==> src/hw/rtl/curvature_speed_limiter_core_macros.svh <==
// assertion helpers for the curvature speed limiter
`ifndef CURVATURE_SPEED_LIMITER_CORE_MACROS_SVH
`define CURVATURE_SPEED_LIMITER_CORE_MACROS_SVH

// property that must hold at every clock edge outside reset
`define CSL_ASSERT(label, prop, msg) \
    label: assert property (@(posedge aclk) disable iff (!aresetn) (prop)) else $error(msg);

// implication checked in the cycle after the antecedent
`define CSL_ASSERT_NEXT(label, ante, cons, msg) \
    label: assert property (@(posedge aclk) disable iff (!aresetn) (ante) |=> (cons)) \
        else $error(msg);

`endif

==> src/hw/rtl/csl_pkg.sv <==
`timescale 1ns / 1ps
`default_nettype none
// ----------------------------------------------------------------------------
// csl_pkg
// shared types, constants and register indexes of the curvature speed limiter
// ----------------------------------------------------------------------------
package csl_pkg;

    localparam int ArcW   = 24;
    localparam int CurvW  = 22;
    localparam int SpeedW = 16;
    localparam int AccW   = 12;
    localparam int ThrW   = 21;
    localparam int PrevW  = 5;
    localparam int SumW   = 23;
    localparam int NumW   = 46;
    localparam int QuoW   = 32;
    localparam int MaxPreviewDefault = 16;

    localparam logic [1:0] REG_SOFT = 2'd0;
    localparam logic [1:0] REG_HARD = 2'd1;
    localparam logic [1:0] REG_THR  = 2'd2;
    localparam logic [1:0] REG_PREV = 2'd3;

    typedef enum logic [3:0] {
        ST_IDLE,
        ST_SEG,
        ST_DIV,
        ST_SQRT,
        ST_NEXT,
        ST_MERGE,
        ST_DRAIN,
        ST_EMIT,
        ST_ERR
    } state_t;

    // controller to datapath
    typedef struct packed {
        logic load_point;   // capture input item
        logic first_point;  // set base from input
        logic seg_start;    // prepare operands of one limit
        logic sel_pref;     // 0: hard limit, 1: preferred limit
        logic div_step;
        logic sqrt_step;
        logic store_result;
        logic merge_step;   // fold new segment into held window entries
        logic push;
        logic pop_load;     // load head entry to output
        logic shift_step;
        logic err_load;
        logic commit;
    } cmd_t;

    // datapath to controller
    typedef struct packed {
        logic is_last;
        logic have_first;
        logic div_done;
        logic sqrt_done;
        logic merge_done;
        logic shift_done;
        logic win_ready;    // count reached window length
        logic empty;
    } stat_t;

endpackage : csl_pkg
`default_nettype wire

==> src/hw/rtl/csl_ctrl.sv <==
`timescale 1ns / 1ps
`default_nettype none
// ----------------------------------------------------------------------------
// csl_ctrl
// sequencer: divide, square root, window merge and result draining
// ----------------------------------------------------------------------------
module csl_ctrl (
    input  wire logic            aclk,
    input  wire logic            aresetn,
    input  wire logic            s_valid,
    output logic                 s_ready,
    input  wire logic            out_busy,
    output csl_pkg::cmd_t        cmd,
    input  wire csl_pkg::stat_t  stat
);

    csl_pkg::state_t state_reg, state_next;
    logic pref_reg, pref_next;

    // state register
    always_ff @(posedge aclk) begin
        if (!aresetn) begin
            state_reg <= csl_pkg::ST_IDLE;
            pref_reg  <= 1'b0;
        end else begin
            state_reg <= state_next;
            pref_reg  <= pref_next;
        end
    end

    // next state and commands
    always_comb begin
        state_next = state_reg;
        pref_next  = pref_reg;
        cmd        = '0;
        cmd.sel_pref = pref_reg;
        s_ready    = 1'b0;
        case (state_reg)
            csl_pkg::ST_IDLE: begin
                s_ready = 1'b1;
                if (s_valid) begin
                    cmd.load_point = 1'b1;
                    state_next = csl_pkg::ST_SEG;
                end
            end
            csl_pkg::ST_SEG: begin
                if (!stat.have_first) begin
                    if (stat.is_last) begin
                        state_next = csl_pkg::ST_ERR;
                    end else begin
                        cmd.first_point = 1'b1;
                        state_next = csl_pkg::ST_IDLE;
                    end
                end else begin
                    cmd.seg_start = 1'b1;
                    state_next = csl_pkg::ST_DIV;
                end
            end
            csl_pkg::ST_DIV: begin
                cmd.div_step = 1'b1;
                if (stat.div_done) state_next = csl_pkg::ST_SQRT;
            end
            csl_pkg::ST_SQRT: begin
                cmd.sqrt_step = 1'b1;
                if (stat.sqrt_done) state_next = csl_pkg::ST_NEXT;
            end
            csl_pkg::ST_NEXT: begin
                cmd.store_result = 1'b1;
                if (!pref_reg) begin
                    // second pass for the preferred limit starts from the segment state
                    pref_next = 1'b1;
                    state_next = csl_pkg::ST_SEG;
                end else begin
                    pref_next = 1'b0;
                    state_next = csl_pkg::ST_MERGE;
                end
            end
            csl_pkg::ST_MERGE: begin
                cmd.merge_step = 1'b1;
                if (stat.merge_done) begin
                    cmd.push = 1'b1;
                    state_next = csl_pkg::ST_DRAIN;
                end
            end
            csl_pkg::ST_DRAIN: begin
                if (stat.empty || !(stat.win_ready || stat.is_last)) begin
                    cmd.commit = 1'b1;
                    state_next = csl_pkg::ST_IDLE;
                end else if (!out_busy) begin
                    cmd.pop_load = 1'b1;
                    state_next = csl_pkg::ST_EMIT;
                end
            end
            csl_pkg::ST_EMIT: begin
                cmd.shift_step = 1'b1;
                if (stat.shift_done) state_next = csl_pkg::ST_DRAIN;
            end
            csl_pkg::ST_ERR: begin
                if (!out_busy) begin
                    cmd.err_load = 1'b1;
                    state_next = csl_pkg::ST_IDLE;
                end
            end
            default: state_next = csl_pkg::ST_IDLE;
        endcase
    end

endmodule : csl_ctrl
`default_nettype wire

==> src/hw/rtl/csl_datapath.sv <==
`timescale 1ns / 1ps
`default_nettype none
// ----------------------------------------------------------------------------
// csl_datapath
// point registers, radix-2 divider, bit-serial square root and segment window
// ----------------------------------------------------------------------------
`include "curvature_speed_limiter_core_macros.svh"
module csl_datapath #(
    parameter int MAX_PREVIEW = csl_pkg::MaxPreviewDefault
) (
    input  wire logic                          aclk,
    input  wire logic                          aresetn,
    input  wire csl_pkg::cmd_t                 cmd,
    output csl_pkg::stat_t                     stat,
    input  wire logic [csl_pkg::ArcW-1:0]      s_arc_length,
    input  wire logic signed [csl_pkg::CurvW-1:0] s_curvature,
    input  wire logic                          s_path_end,
    input  wire logic                          cfg_valid,
    input  wire logic [1:0]                    cfg_index,
    input  wire logic [csl_pkg::ThrW-1:0]      cfg_data,
    output logic                               out_busy,
    output logic                               m_valid,
    input  wire logic                          m_ready,
    output logic [csl_pkg::ArcW-1:0]           m_segment_end,
    output logic [csl_pkg::SpeedW-1:0]         m_speed_hard,
    output logic [csl_pkg::SpeedW-1:0]         m_speed_preferred,
    output logic                               m_too_few_points,
    output logic                               m_segment_last
);

    localparam int IdxW = (MAX_PREVIEW > 1) ? $clog2(MAX_PREVIEW) : 1;
    localparam int CntW = $clog2(MAX_PREVIEW + 1);
    localparam int EntW = csl_pkg::ArcW + 2 * csl_pkg::SpeedW;
    localparam int DivCntW = $clog2(csl_pkg::NumW + 1);

    // configuration registers
    logic [csl_pkg::AccW-1:0]  soft_reg, hard_reg;
    logic [csl_pkg::ThrW-1:0]  thr_reg;
    logic [csl_pkg::PrevW-1:0] prev_reg;

    always_ff @(posedge aclk) begin
        if (!aresetn) begin
            soft_reg <= csl_pkg::AccW'(512);
            hard_reg <= csl_pkg::AccW'(768);
            thr_reg  <= '0;
            prev_reg <= '0;
        end else if (cfg_valid) begin
            case (cfg_index)
                csl_pkg::REG_SOFT: soft_reg <= cfg_data[csl_pkg::AccW-1:0];
                csl_pkg::REG_HARD: hard_reg <= cfg_data[csl_pkg::AccW-1:0];
                csl_pkg::REG_THR:  thr_reg  <= cfg_data;
                csl_pkg::REG_PREV: prev_reg <= cfg_data[csl_pkg::PrevW-1:0];
                default: ;
            endcase
        end
    end

    // path state
    logic have_first_reg;
    logic [csl_pkg::ArcW-1:0] base_reg, arc_reg;
    logic signed [csl_pkg::CurvW-1:0] prior_k_reg, k_reg;
    logic last_reg;

    always_ff @(posedge aclk) begin
        if (!aresetn) begin
            have_first_reg <= 1'b0;
            base_reg       <= '0;
            prior_k_reg    <= '0;
        end else begin
            if (cmd.first_point) begin
                have_first_reg <= 1'b1;
                base_reg       <= arc_reg;
                prior_k_reg    <= k_reg;
            end
            if (cmd.commit) begin
                prior_k_reg <= k_reg;
                if (last_reg) have_first_reg <= 1'b0;
            end
            if (cmd.err_load) have_first_reg <= 1'b0;
        end
    end

    always_ff @(posedge aclk) begin
        if (cmd.load_point) begin
            arc_reg  <= s_arc_length;
            k_reg    <= s_curvature;
            last_reg <= s_path_end;
        end
    end

    // segment curvature magnitude and small flag
    logic signed [csl_pkg::SumW-1:0] sum_w;
    logic [csl_pkg::SumW-1:0] s_mag;
    logic small_w;
    logic [csl_pkg::AccW-1:0] lim_w;
    assign sum_w = csl_pkg::SumW'(prior_k_reg) + csl_pkg::SumW'(k_reg);
    assign s_mag = sum_w[csl_pkg::SumW-1] ? csl_pkg::SumW'(-sum_w) : sum_w;
    assign small_w = {1'b0, s_mag} < {1'b0, thr_reg, 1'b0};
    assign lim_w = !cmd.sel_pref ? hard_reg :
                   ((soft_reg < hard_reg) ? soft_reg : hard_reg);

    // restoring divider, one quotient bit per cycle
    logic [csl_pkg::NumW-1:0]   num_reg;
    logic [csl_pkg::SumW:0]     rem_reg;
    logic [csl_pkg::SumW-1:0]   den_reg;
    logic [DivCntW-1:0]         dcnt_reg;
    logic                       zero_reg;
    logic [csl_pkg::SumW:0]     rem_sh;
    logic [csl_pkg::NumW-1:0]   n_base;
    logic [csl_pkg::NumW-1:0]   n_init;

    assign n_base = csl_pkg::NumW'(lim_w) << 29;
    assign n_init = small_w ? csl_pkg::NumW'((n_base << 4) + (n_base << 2)) : n_base;
    assign rem_sh = {rem_reg[csl_pkg::SumW-1:0], num_reg[csl_pkg::NumW-1]};

    always_ff @(posedge aclk) begin
        if (cmd.seg_start) begin
            num_reg  <= n_init;
            rem_reg  <= '0;
            den_reg  <= s_mag;
            zero_reg <= (s_mag == '0);
            dcnt_reg <= DivCntW'(csl_pkg::NumW);
        end else if (cmd.div_step && dcnt_reg != '0) begin
            if (rem_sh >= {1'b0, den_reg}) begin
                rem_reg <= rem_sh - {1'b0, den_reg};
                num_reg <= {num_reg[csl_pkg::NumW-2:0], 1'b1};
            end else begin
                rem_reg <= rem_sh;
                num_reg <= {num_reg[csl_pkg::NumW-2:0], 1'b0};
            end
            dcnt_reg <= dcnt_reg - 1'b1;
        end
    end

    // quotient saturates when it needs more than 32 bits or the divisor is zero
    logic sat_w;
    assign sat_w = zero_reg || (num_reg[csl_pkg::NumW-1:csl_pkg::QuoW] != '0);

    // bit-serial square root, one result bit per cycle, msb first
    logic [csl_pkg::SpeedW-1:0] root_reg;
    logic [4:0]                 scnt_reg;
    logic [csl_pkg::SpeedW-1:0] trial_w;
    logic [csl_pkg::QuoW-1:0]   trial_sq;
    assign trial_w  = root_reg | (csl_pkg::SpeedW'(1) << 4'(scnt_reg - 5'd1));
    assign trial_sq = trial_w * trial_w;

    always_ff @(posedge aclk) begin
        if (cmd.div_step) begin
            root_reg <= '0;
            scnt_reg <= 5'd16;
        end else if (cmd.sqrt_step && scnt_reg != '0) begin
            if (trial_sq <= num_reg[csl_pkg::QuoW-1:0]) root_reg <= trial_w;
            scnt_reg <= scnt_reg - 1'b1;
        end
    end

    logic [csl_pkg::SpeedW-1:0] speed_w;
    assign speed_w = sat_w ? '1 : root_reg;

    logic [csl_pkg::SpeedW-1:0] v_hard_reg, v_pref_reg;
    always_ff @(posedge aclk) begin
        if (cmd.store_result) begin
            if (cmd.sel_pref) v_pref_reg <= speed_w;
            else              v_hard_reg <= speed_w;
        end
    end

    // window store and walk counter
    logic [EntW-1:0] win_mem [MAX_PREVIEW];
    logic [CntW-1:0] count_reg;
    logic [CntW-1:0] walk_reg;
    logic [CntW-1:0] win_len;
    logic [IdxW-1:0] walk_idx;
    logic [csl_pkg::ArcW-1:0] seg_end_w;
    logic [EntW-1:0] walk_ent;

    assign win_len = (prev_reg == '0) ? CntW'(1) :
                     (int'(prev_reg) > MAX_PREVIEW) ? CntW'(MAX_PREVIEW) :
                     CntW'(prev_reg);
    assign walk_idx  = walk_reg[IdxW-1:0];
    assign seg_end_w = (arc_reg > base_reg) ? arc_reg - base_reg : '0;
    assign walk_ent  = win_mem[walk_idx];

    always_ff @(posedge aclk) begin
        if (!aresetn) begin
            count_reg <= '0;
            walk_reg  <= '0;
        end else begin
            if (cmd.merge_step) begin
                if (walk_reg < count_reg) walk_reg <= walk_reg + 1'b1;
                else walk_reg <= CntW'(1);
                if (cmd.push && count_reg < CntW'(MAX_PREVIEW))
                    count_reg <= count_reg + 1'b1;
            end
            if (cmd.pop_load) walk_reg <= CntW'(1);
            if (cmd.shift_step) begin
                if (walk_reg < count_reg) walk_reg <= walk_reg + 1'b1;
                else begin
                    walk_reg  <= '0;
                    count_reg <= count_reg - 1'b1;
                end
            end
            if (cmd.commit) begin
                walk_reg <= '0;
                if (last_reg) count_reg <= '0;
            end
        end
    end

    always_ff @(posedge aclk) begin
        if (cmd.merge_step && walk_reg < count_reg) begin
            if (walk_ent[csl_pkg::SpeedW-1:0] > v_pref_reg)
                win_mem[walk_idx] <= {walk_ent[EntW-1:csl_pkg::SpeedW], v_pref_reg};
        end else if (cmd.push && count_reg < CntW'(MAX_PREVIEW)) begin
            win_mem[count_reg[IdxW-1:0]] <= {seg_end_w, v_hard_reg, v_pref_reg};
        end else if (cmd.shift_step && walk_reg < count_reg) begin
            win_mem[IdxW'(walk_reg - 1'b1)] <= walk_ent;
        end
    end

    // output register
    logic m_valid_reg;
    logic [csl_pkg::ArcW-1:0] m_end_reg;
    logic [csl_pkg::SpeedW-1:0] m_hard_reg, m_pref_reg;
    logic m_err_reg, m_last_reg;

    always_ff @(posedge aclk) begin
        if (!aresetn) begin
            m_valid_reg <= 1'b0;
        end else if (cmd.pop_load || cmd.err_load) begin
            m_valid_reg <= 1'b1;
        end else if (m_ready) begin
            m_valid_reg <= 1'b0;
        end
    end

    always_ff @(posedge aclk) begin
        if (cmd.pop_load) begin
            {m_end_reg, m_hard_reg, m_pref_reg} <= win_mem[0];
            m_err_reg  <= 1'b0;
            m_last_reg <= last_reg && (count_reg == CntW'(1));
        end else if (cmd.err_load) begin
            m_end_reg  <= '0;
            m_hard_reg <= '0;
            m_pref_reg <= '0;
            m_err_reg  <= 1'b1;
            m_last_reg <= 1'b1;
        end
    end

    assign out_busy          = m_valid_reg && !m_ready;
    assign m_valid           = m_valid_reg;
    assign m_segment_end     = m_end_reg;
    assign m_speed_hard      = m_hard_reg;
    assign m_speed_preferred = m_pref_reg;
    assign m_too_few_points  = m_err_reg;
    assign m_segment_last    = m_last_reg;

    // status to controller
    always_comb begin
        stat            = '0;
        stat.is_last    = last_reg;
        stat.have_first = have_first_reg;
        stat.div_done   = (dcnt_reg == DivCntW'(1));
        stat.sqrt_done  = (scnt_reg == 5'd1);
        stat.merge_done = (walk_reg >= count_reg);
        stat.shift_done = (walk_reg >= count_reg);
        stat.win_ready  = (count_reg >= win_len);
        stat.empty      = (count_reg == '0);
    end

    `CSL_ASSERT(a_count_bound, count_reg <= CntW'(MAX_PREVIEW), "window count overflow")
    `CSL_ASSERT_NEXT(a_pop_valid, cmd.pop_load, m_valid_reg, "pop did not raise valid")
    `CSL_ASSERT(a_pop_nonempty, !cmd.pop_load || count_reg != '0, "pop from empty window")

endmodule : csl_datapath
`default_nettype wire

==> src/hw/rtl/curvature_speed_limiter_core.sv <==
`timescale 1ns / 1ps
`default_nettype none
// ----------------------------------------------------------------------------
// curvature_speed_limiter_core
// lateral acceleration speed limits per path segment with forward preview min
// ----------------------------------------------------------------------------
// One path point is taken at a time. A point that closes a segment runs two
// limits through a shared restoring divider and a bit-serial square root,
// then walks the window store once per cycle (up to MAX_PREVIEW entries);
// each emitted result passes the drain state and a shift pass over the held
// entries. The next point is accepted only once the previous one is through;
// the two divides take most of that time. No clearing pass follows reset.
module curvature_speed_limiter_core #(
    parameter int MAX_PREVIEW = csl_pkg::MaxPreviewDefault
) (
    input  wire logic                              aclk,
    input  wire logic                              aresetn,
    input  wire logic                              s_valid,
    output logic                                   s_ready,
    input  wire logic [csl_pkg::ArcW-1:0]          s_arc_length,
    input  wire logic signed [csl_pkg::CurvW-1:0]  s_curvature,
    input  wire logic                              s_path_end,
    output logic                                   m_valid,
    input  wire logic                              m_ready,
    output logic [csl_pkg::ArcW-1:0]               m_segment_end,
    output logic [csl_pkg::SpeedW-1:0]             m_speed_hard,
    output logic [csl_pkg::SpeedW-1:0]             m_speed_preferred,
    output logic                                   m_too_few_points,
    output logic                                   m_segment_last,
    input  wire logic                              cfg_valid,
    output logic                                   cfg_ready,
    input  wire logic [1:0]                        cfg_index,
    input  wire logic [csl_pkg::ThrW-1:0]          cfg_data
);

    csl_pkg::cmd_t  cmd;
    csl_pkg::stat_t stat;
    logic out_busy;

    assign cfg_ready = 1'b1;

    csl_ctrl u_ctrl (
        .aclk     (aclk),
        .aresetn  (aresetn),
        .s_valid  (s_valid),
        .s_ready  (s_ready),
        .out_busy (out_busy),
        .cmd      (cmd),
        .stat     (stat)
    );

    csl_datapath #(.MAX_PREVIEW(MAX_PREVIEW)) u_dp (
        .aclk              (aclk),
        .aresetn           (aresetn),
        .cmd               (cmd),
        .stat              (stat),
        .s_arc_length      (s_arc_length),
        .s_curvature       (s_curvature),
        .s_path_end        (s_path_end),
        .cfg_valid         (cfg_valid),
        .cfg_index         (cfg_index),
        .cfg_data          (cfg_data),
        .out_busy          (out_busy),
        .m_valid           (m_valid),
        .m_ready           (m_ready),
        .m_segment_end     (m_segment_end),
        .m_speed_hard      (m_speed_hard),
        .m_speed_preferred (m_speed_preferred),
        .m_too_few_points  (m_too_few_points),
        .m_segment_last    (m_segment_last)
    );

endmodule : curvature_speed_limiter_core
`default_nettype wire
==> config.mk <==
export PLATFORM = sky130hd
export DESIGN_NAME = curvature_speed_limiter_core
export DESIGN_NICKNAME = d
export VERILOG_FILES = /design/src/hw/rtl/csl_pkg.sv /design/src/hw/rtl/csl_ctrl.sv /design/src/hw/rtl/csl_datapath.sv /design/src/hw/rtl/curvature_speed_limiter_core.sv
export VERILOG_INCLUDE_DIRS = /design/src /design/src/hw/rtl
export SDC_FILE = /design/constraint.sdc
export NUM_CORES = 2
export LEC_CHECK = 0
export ABC_CLOCK_PERIOD_IN_PS = 11200
export BUFFER_PORTS_ARGS = -buffer_cell sky130_fd_sc_hd__buf_2
export CAP_MARGIN = 15
export CORE_AREA = 4 4 341 343
export DETAILED_ROUTE_END_ITERATION = 8
export DIE_AREA = 0 0 345 347
export GPL_ROUTABILITY_DRIVEN = 0
export PLACE_DENSITY = 0.71
export SYNTH_ARGS = -nofsm -noshare
export SYNTH_HDL_FRONTEND = slang
export SYNTH_SLANG_ARGS = --single-unit
==> constraint.sdc <==
create_clock -name aclk -period 11.2 [get_ports aclk]
set_input_delay 2.24 -clock aclk [delete_from_list [all_inputs] [get_ports aclk]]
set_output_delay 2.24 -clock aclk [all_outputs]
set_load 0.01 [all_outputs]
; ---- Word-level counts from Yosys, hierarchy flattened
; Memory sizes are Yosys's and may differ from the RTL's. A register that Yosys moved wholly into a read port is not among the register bits.
; Index checks and enable logic that the tools add are counted.
[totals]
reg_bits = 370
ramBits = 896
in_bits = 75
output_inout_bits = 61
elab_cells = 202
n_memories = 1
[mem_list]
columns = name, words, word_bits, rd, rd_ports_with_merged_regs, write_ports, line_no
row1 = u_dp.win_mem, 16, 56, 2, 1, 1, csl_datapath.sv:169  ; logic [EntW-1:0] win_mem [MAX_PREVIEW];
[classes]
addsub = 11
multipliers = 1
magnitude_cmp = 11
eq_ne = 20
shift = 1
n_mux = 86
bitwise_logic = 3
reduce_logical = 39
[op_table]
columns = cell, n
row1 = 2-to-1 mux 46 bit, 3
row2 = 2-to-1 mux 56 bit, 2
row3 = OR reduction 56 bit, 2
row4 = 2-to-1 mux 24 bit, 3
row5 = 2-to-1 mux 5 bit, 13
row6 = 2-to-1 mux 16 bit, 4
row7 = 2-to-1 mux 4 bit, 13
row8 = adder 45 x 43 -> 46 bit, 1
row9 = 2-to-1 mux 23 bit, 2
row10 = 2-to-1 mux 22 bit, 2
row11 = 2-to-1 mux 1 bit, 38
row12 = <= comparator 32 bit, 1
row13 = multiplier 16 x 16 -> 32 bit, 1
row14 = case mux 4 bit (8 select lines), 1
row15 = greater-or-equal comparator 24 x 23 -> 1 bit, 1
row16 = greater-than comparator 24 bit, 1
row17 = 2-to-1 mux 12 bit, 2
row18 = subtractor 24 bit, 1
row19 = adder 22 x 22 -> 23 bit, 1
row20 = zero test 23 bit, 1
row21 = less-than comparator 23 x 22 -> 1 bit, 1
row22 = negator 23 bit, 1
row23 = subtractor 23 bit, 1
row24 = == test 4 x 3 -> 1 bit (second input constant), 4
row25 = other kinds (39), 72

; ---- Logic depth before layout (Yosys ltp)
[logic_depth]
depth_word = 13
depth_mapped = 46

; ---- By module
; A second synthesis with hierarchy kept.
[unflattened]
cells_unflattened = 4447
area_unflattened_um2 = 62787.7
[by_module_without_submodules]
columns = module, instances, cells_per_inst, area_per_inst_um2
row1 = csl_datapath, 1, 4383, 62328.5
row2 = csl_ctrl, 1, 62, 447.9
row3 = curvature_speed_limiter_core, 1, 2, 11.3

; ---- Worst setup path after synthesis
; OpenSTA, ideal clock, no wires.
[synth_timing]
path_kind = flip-flop to flip-flop
from = register u_dp.scnt_reg[2]
to = register u_dp.root_reg[10] (netlist name)
setup_time_ps = 59
arrival_time_ps = 9245
slack_ps = 1896
stages_incl_launch_ff = 41
path_buffers = 2
synth_period_minus_slack_ps = 9304
path_cell_list = dfxtp_1 > clkbuf_1 > nor3_1 > xor2_1 > nor2_1 > a21oi_1 > clkinv_1 > nand2_1 > fa_1 > fa_1 > inv_1 > ha_1 > fa_1 > fa_1 > inv_1 > fa_1 > inv_1 > ha_1 > (+5 left out) > nand3_1 > a21oi_1 > a21o_1 > a21oi_1 > xnor2_1 > ha_1 > a21o_1 > a21o_1 > a21oi_1 > nor2b_1 > o21ai_0 > nand2b_1 > a21oi_1 > nor2b_1 > a2111o_1 > a21boi_1 > clkbuf_1 > o211a_1
[synth_between]
elab_chain_len = 6
[synth_rtl]
columns = item, line_no
row1 = from (decl), csl_datapath.sv:141  ; logic [4:0] scnt_reg;
row2 = from (signal assigned), csl_datapath.sv:153  ; scnt_reg <= scnt_reg - 1'b1;
row3 = subtractor 5 x 1 -> 5 bit, csl_datapath.sv:144  ; assign trial_w = root_reg | (csl_pkg::SpeedW'(1) << 4'(scnt_reg - 5'd1));
row4 = << shifter 1 x 4 -> 16 bit, csl_datapath.sv:144
row5 = OR 16 bit, csl_datapath.sv:144
row6 = via u_dp.trial_w (one bit), csl_datapath.sv:142  ; logic [csl_pkg::SpeedW-1:0] trial_w;
row7 = multiplier 16 x 16 -> 32 bit, csl_datapath.sv:145  ; assign trial_sq = trial_w * trial_w;
row8 = <= comparator 32 bit, csl_datapath.sv:152  ; if (trial_sq <= num_reg[csl_pkg::QuoW-1:0]) root_reg <= trial_w;
row9 = AND reduction 2 bit (no line), --
row10 = to (signal assigned), csl_datapath.sv:152
row11 = to (decl), csl_datapath.sv:140  ; logic [csl_pkg::SpeedW-1:0] root_reg;
; The timed path passes the listed nets, and every way through them passes these cells.
; A chain may end at the register's enable or synchronous reset.

; ---- Worst setup path in the final report
[layout_timing]
from = register u_dp.scnt_reg[0]
to = register u_dp.root_reg[8] (netlist name)
[layout_between]
elab_chain_len = 6
[layout_rtl]
columns = item, line_no
row1 = subtractor 5 x 1 -> 5 bit (*), csl_datapath.sv:144
row2 = << shifter 1 x 4 -> 16 bit (*), csl_datapath.sv:144
row3 = OR 16 bit (*), csl_datapath.sv:144
row4 = via u_dp.trial_w (one bit), csl_datapath.sv:142
row5 = multiplier 16 x 16 -> 32 bit, csl_datapath.sv:145
row6 = <= comparator 32 bit, csl_datapath.sv:152
row7 = AND reduction 2 bit (no line), --
; The timed path passes the listed nets; every way through them passes the cells marked *.

==> impl_metrics.tcl <==
set metrics [dict create \
    status "finished clean" \
    syn_to_final_growth_pct 11.6 \
    critPathTopFamily "compound AO/OA/AOI/OAI gates" \
    port_buffers 134 \
    ys_ff_latch 1270 \
    netlist.area_leader.share_pct 53.4 \
    critPathMaxStageDelay_ns 0.67 \
    fin_total_pwr_mw 13.6 \
    critical_path.max_fanout 16 \
    worstMarginPinSlew_ns 1.16 \
    coreArea_sq_mm 0.114 \
    start_util_pct 54.6 \
    numCtsBuffers 133 \
    cp-end-kind "flop" \
    whs_ns 0.454 \
    cts_setup_buffers 0 \
    syn_area_sq_mm 0.0620 \
    cp_slowest_cell "a2111oi_0" \
    fin_nets 5097 \
    rows 124 \
    grt_usage_pct 25.0 \
    ys_top_cells_by_count "1102 x edfxtp_1, 450 x nand2_1, 407 x inv_1" \
    drt-initial-drc-count 3478 \
    via_count 36800 \
    dr.pass1.iters 6 \
    fin_crit_sh_pct 91.3 \
    clock_sinks 1270 \
    synthArstFlopShare_pct 0 \
    clock_path_buffers 3 \
    synth_cell_types 88 \
    clkSlewWorstSetupHoldPaths_ns 0.06 \
    grt_pass1_vias 37500 \
    viasPerCell 5.94 \
    synth.area.top_cells "edfxtp_1 53%, mux4_2 10%, ha_1 5.6%" \
    fin_setup_tns_ns 0 \
    cts_tree "built" \
    antenna_found_initial 5 \
    syn_avg_cell_area_sq_um 14.1 \
    drive_gt1_share_pct 16.9 \
    ant_nets 0 \
    hold_viol_final 0 \
    instances_no_fill 6201 \
    largest_reg_flops 896 \
    worstPathArrival_ns 10.89 \
    dieArea_sq_mm 0.120 \
    cap_violations 0 \
    peakVddDrop_mv 0.139 \
    clk_latency_ns 0.74 \
    die_h_microns 347 \
    dp_hpwl_microns 90900 \
    synth-edff-count 1102 \
    crit_buf_inv 6 \
    postCtsHoldBufs 0 \
    setup_viol 0 \
    critPathKind "flop to flop" \
    overflow 0 \
    yosys_warnings 0 \
    routed_wl_microns 149000 \
    drc 0 \
    slew_violations 0 \
    grt_max_degree 87 \
    dpl.cell_count 5954 \
    max_slew_margin_pct 22.6 \
    synth.most_common_cell "edfxtp_1" \
    finClkSkew_ns 0.0300 \
    fmax_ghz 0.0978 \
    synth_nets 4903 \
    power_density_mw_per_mm2 197 \
    cts_root_buffer "clkbuf_16" \
    grt_pass1_wl_microns 229000 \
    die_w_microns 345 \
    cts_resized 0 \
    power.leakage_nw 25.6 \
    yosysTopAreaCell "edfxtp_1" \
    wl_per_cell_microns 24.1 \
    min_period_ns 10.22 \
    io_pins 136 \
    htree_levels 4 \
    ys_seq_area_share_pct 58.8 \
    start_kind "flop" \
    syn_inst 4384 \
    required_ns 11.87 \
    synth_top_flop_cell "edfxtp_1" \
    rsz0062_at_grt "false" \
    hp-class "flop to flop" \
]
per-stage QoR:
step                      area (sq um)  utilization, %  setup slack, ns
final                            69200            61.0            0.979
after global routing             69200            61.0            0.251
after CTS                        69200            60.9             1.11
after detailed placement         64800            57.0             1.19
after global placement           64800            57.0             1.38
after floorplan                  62000               -             1.90
worst min-delay path, cell delays in order, from the launching register on:
cell and delay, ns:
dfxtp_1 0.31, nand2_1 0.05, a21oi_1 0.05
cell families after synthesis:
family                   Yosys count  share of synthesized area (%)
multiplexers                     340                           11.2
buffers and inverters            571                           3.46
flip-flops                      1270                           58.8
adder cells (fa/ha/maj)          445                           11.0
AO/OA/AOI/OAI                    614                           6.27
other                              1                        0.00605
AND/OR/NAND/NOR                 1011                           7.42
XOR/XNOR                         132                           1.88
layout make-up:
| type | count | area (sq um) |
|---|---|---|
| Timing Repair Buffer | 216 | 1320 |
| Sequential cell | 1270 | 36500 |
| Tap cell | 1512 | 1890 |
| Inverter | 414 | 1560 |
| Antenna cell | 3 | 7.51 |
| Fill cell | 8405 | 44300 |
| Clock inverter | 68 | 746 |
| Clock buffer | 175 | 3670 |
| Multi-Input combinational cell | 2543 | 23600 |
layout by cell type (no fill, tap or decap), types with 15 or more instances in the layout:
master / instances
or3_1: 16
mux2_2: 28
a21oi_1: 213
o21ai_0: 134
clkbuf_16: 139
nand3_1: 38
nand2b_1: 25
a21o_1: 86
dfxtp_1: 164
fa_1: 166
and2_1: 71
clkinv_1: 24
nor2b_1: 34
nor4_1: 15
o211a_1: 16
mux4_2: 280
mux2i_1: 31
nand4_1: 24
buf_2: 134
o21a_1: 31
nor2_4: 17
xor2_1: 48
inv_1: 405
buf_4: 80
nand2_1: 450
clkinv_2: 23
ha_1: 278
edfxtp_1: 1102
clkbuf_1: 30
or2_2: 24
nor3_1: 41
xnor2_1: 83
nor2_1: 209
where the power goes:
| group | total [mW] | internal [mW] | switching, mW |
|---|---|---|---|
| sequential | 5.77 | 5.62 | 0.149 |
| combinational | 3.39 | 1.26 | 2.13 |
| clock | 4.46 | 2.62 | 1.84 |
| total | 13.6 | 9.51 | 4.12 |
layer usage:
metal	wire length [microns]	vias up	GRT usage (%)
met3	12400	264	4.57
li1	-	16500	-
met1	60600	18400	34.7
met4	3930	0	6.88
met2	72400	1599	41.3
met5	0	-	0
path summary, 6_finish.rpt:
kind                                          start                   to  slack, ns  depth (start not counted)
worst max-delay path               u_dp.scnt_reg[0]     u_dp.root_reg[8]       0.98                         40
worst min-delay path            u_dp.prior_k_reg[8]  u_dp.prior_k_reg[8]       0.45                          2
worst max register to register     u_dp.scnt_reg[0]     u_dp.root_reg[8]       0.98                         40
worst min register to register  u_dp.prior_k_reg[8]  u_dp.prior_k_reg[8]       0.45                          2
Power figures use the tool's default switching activity.
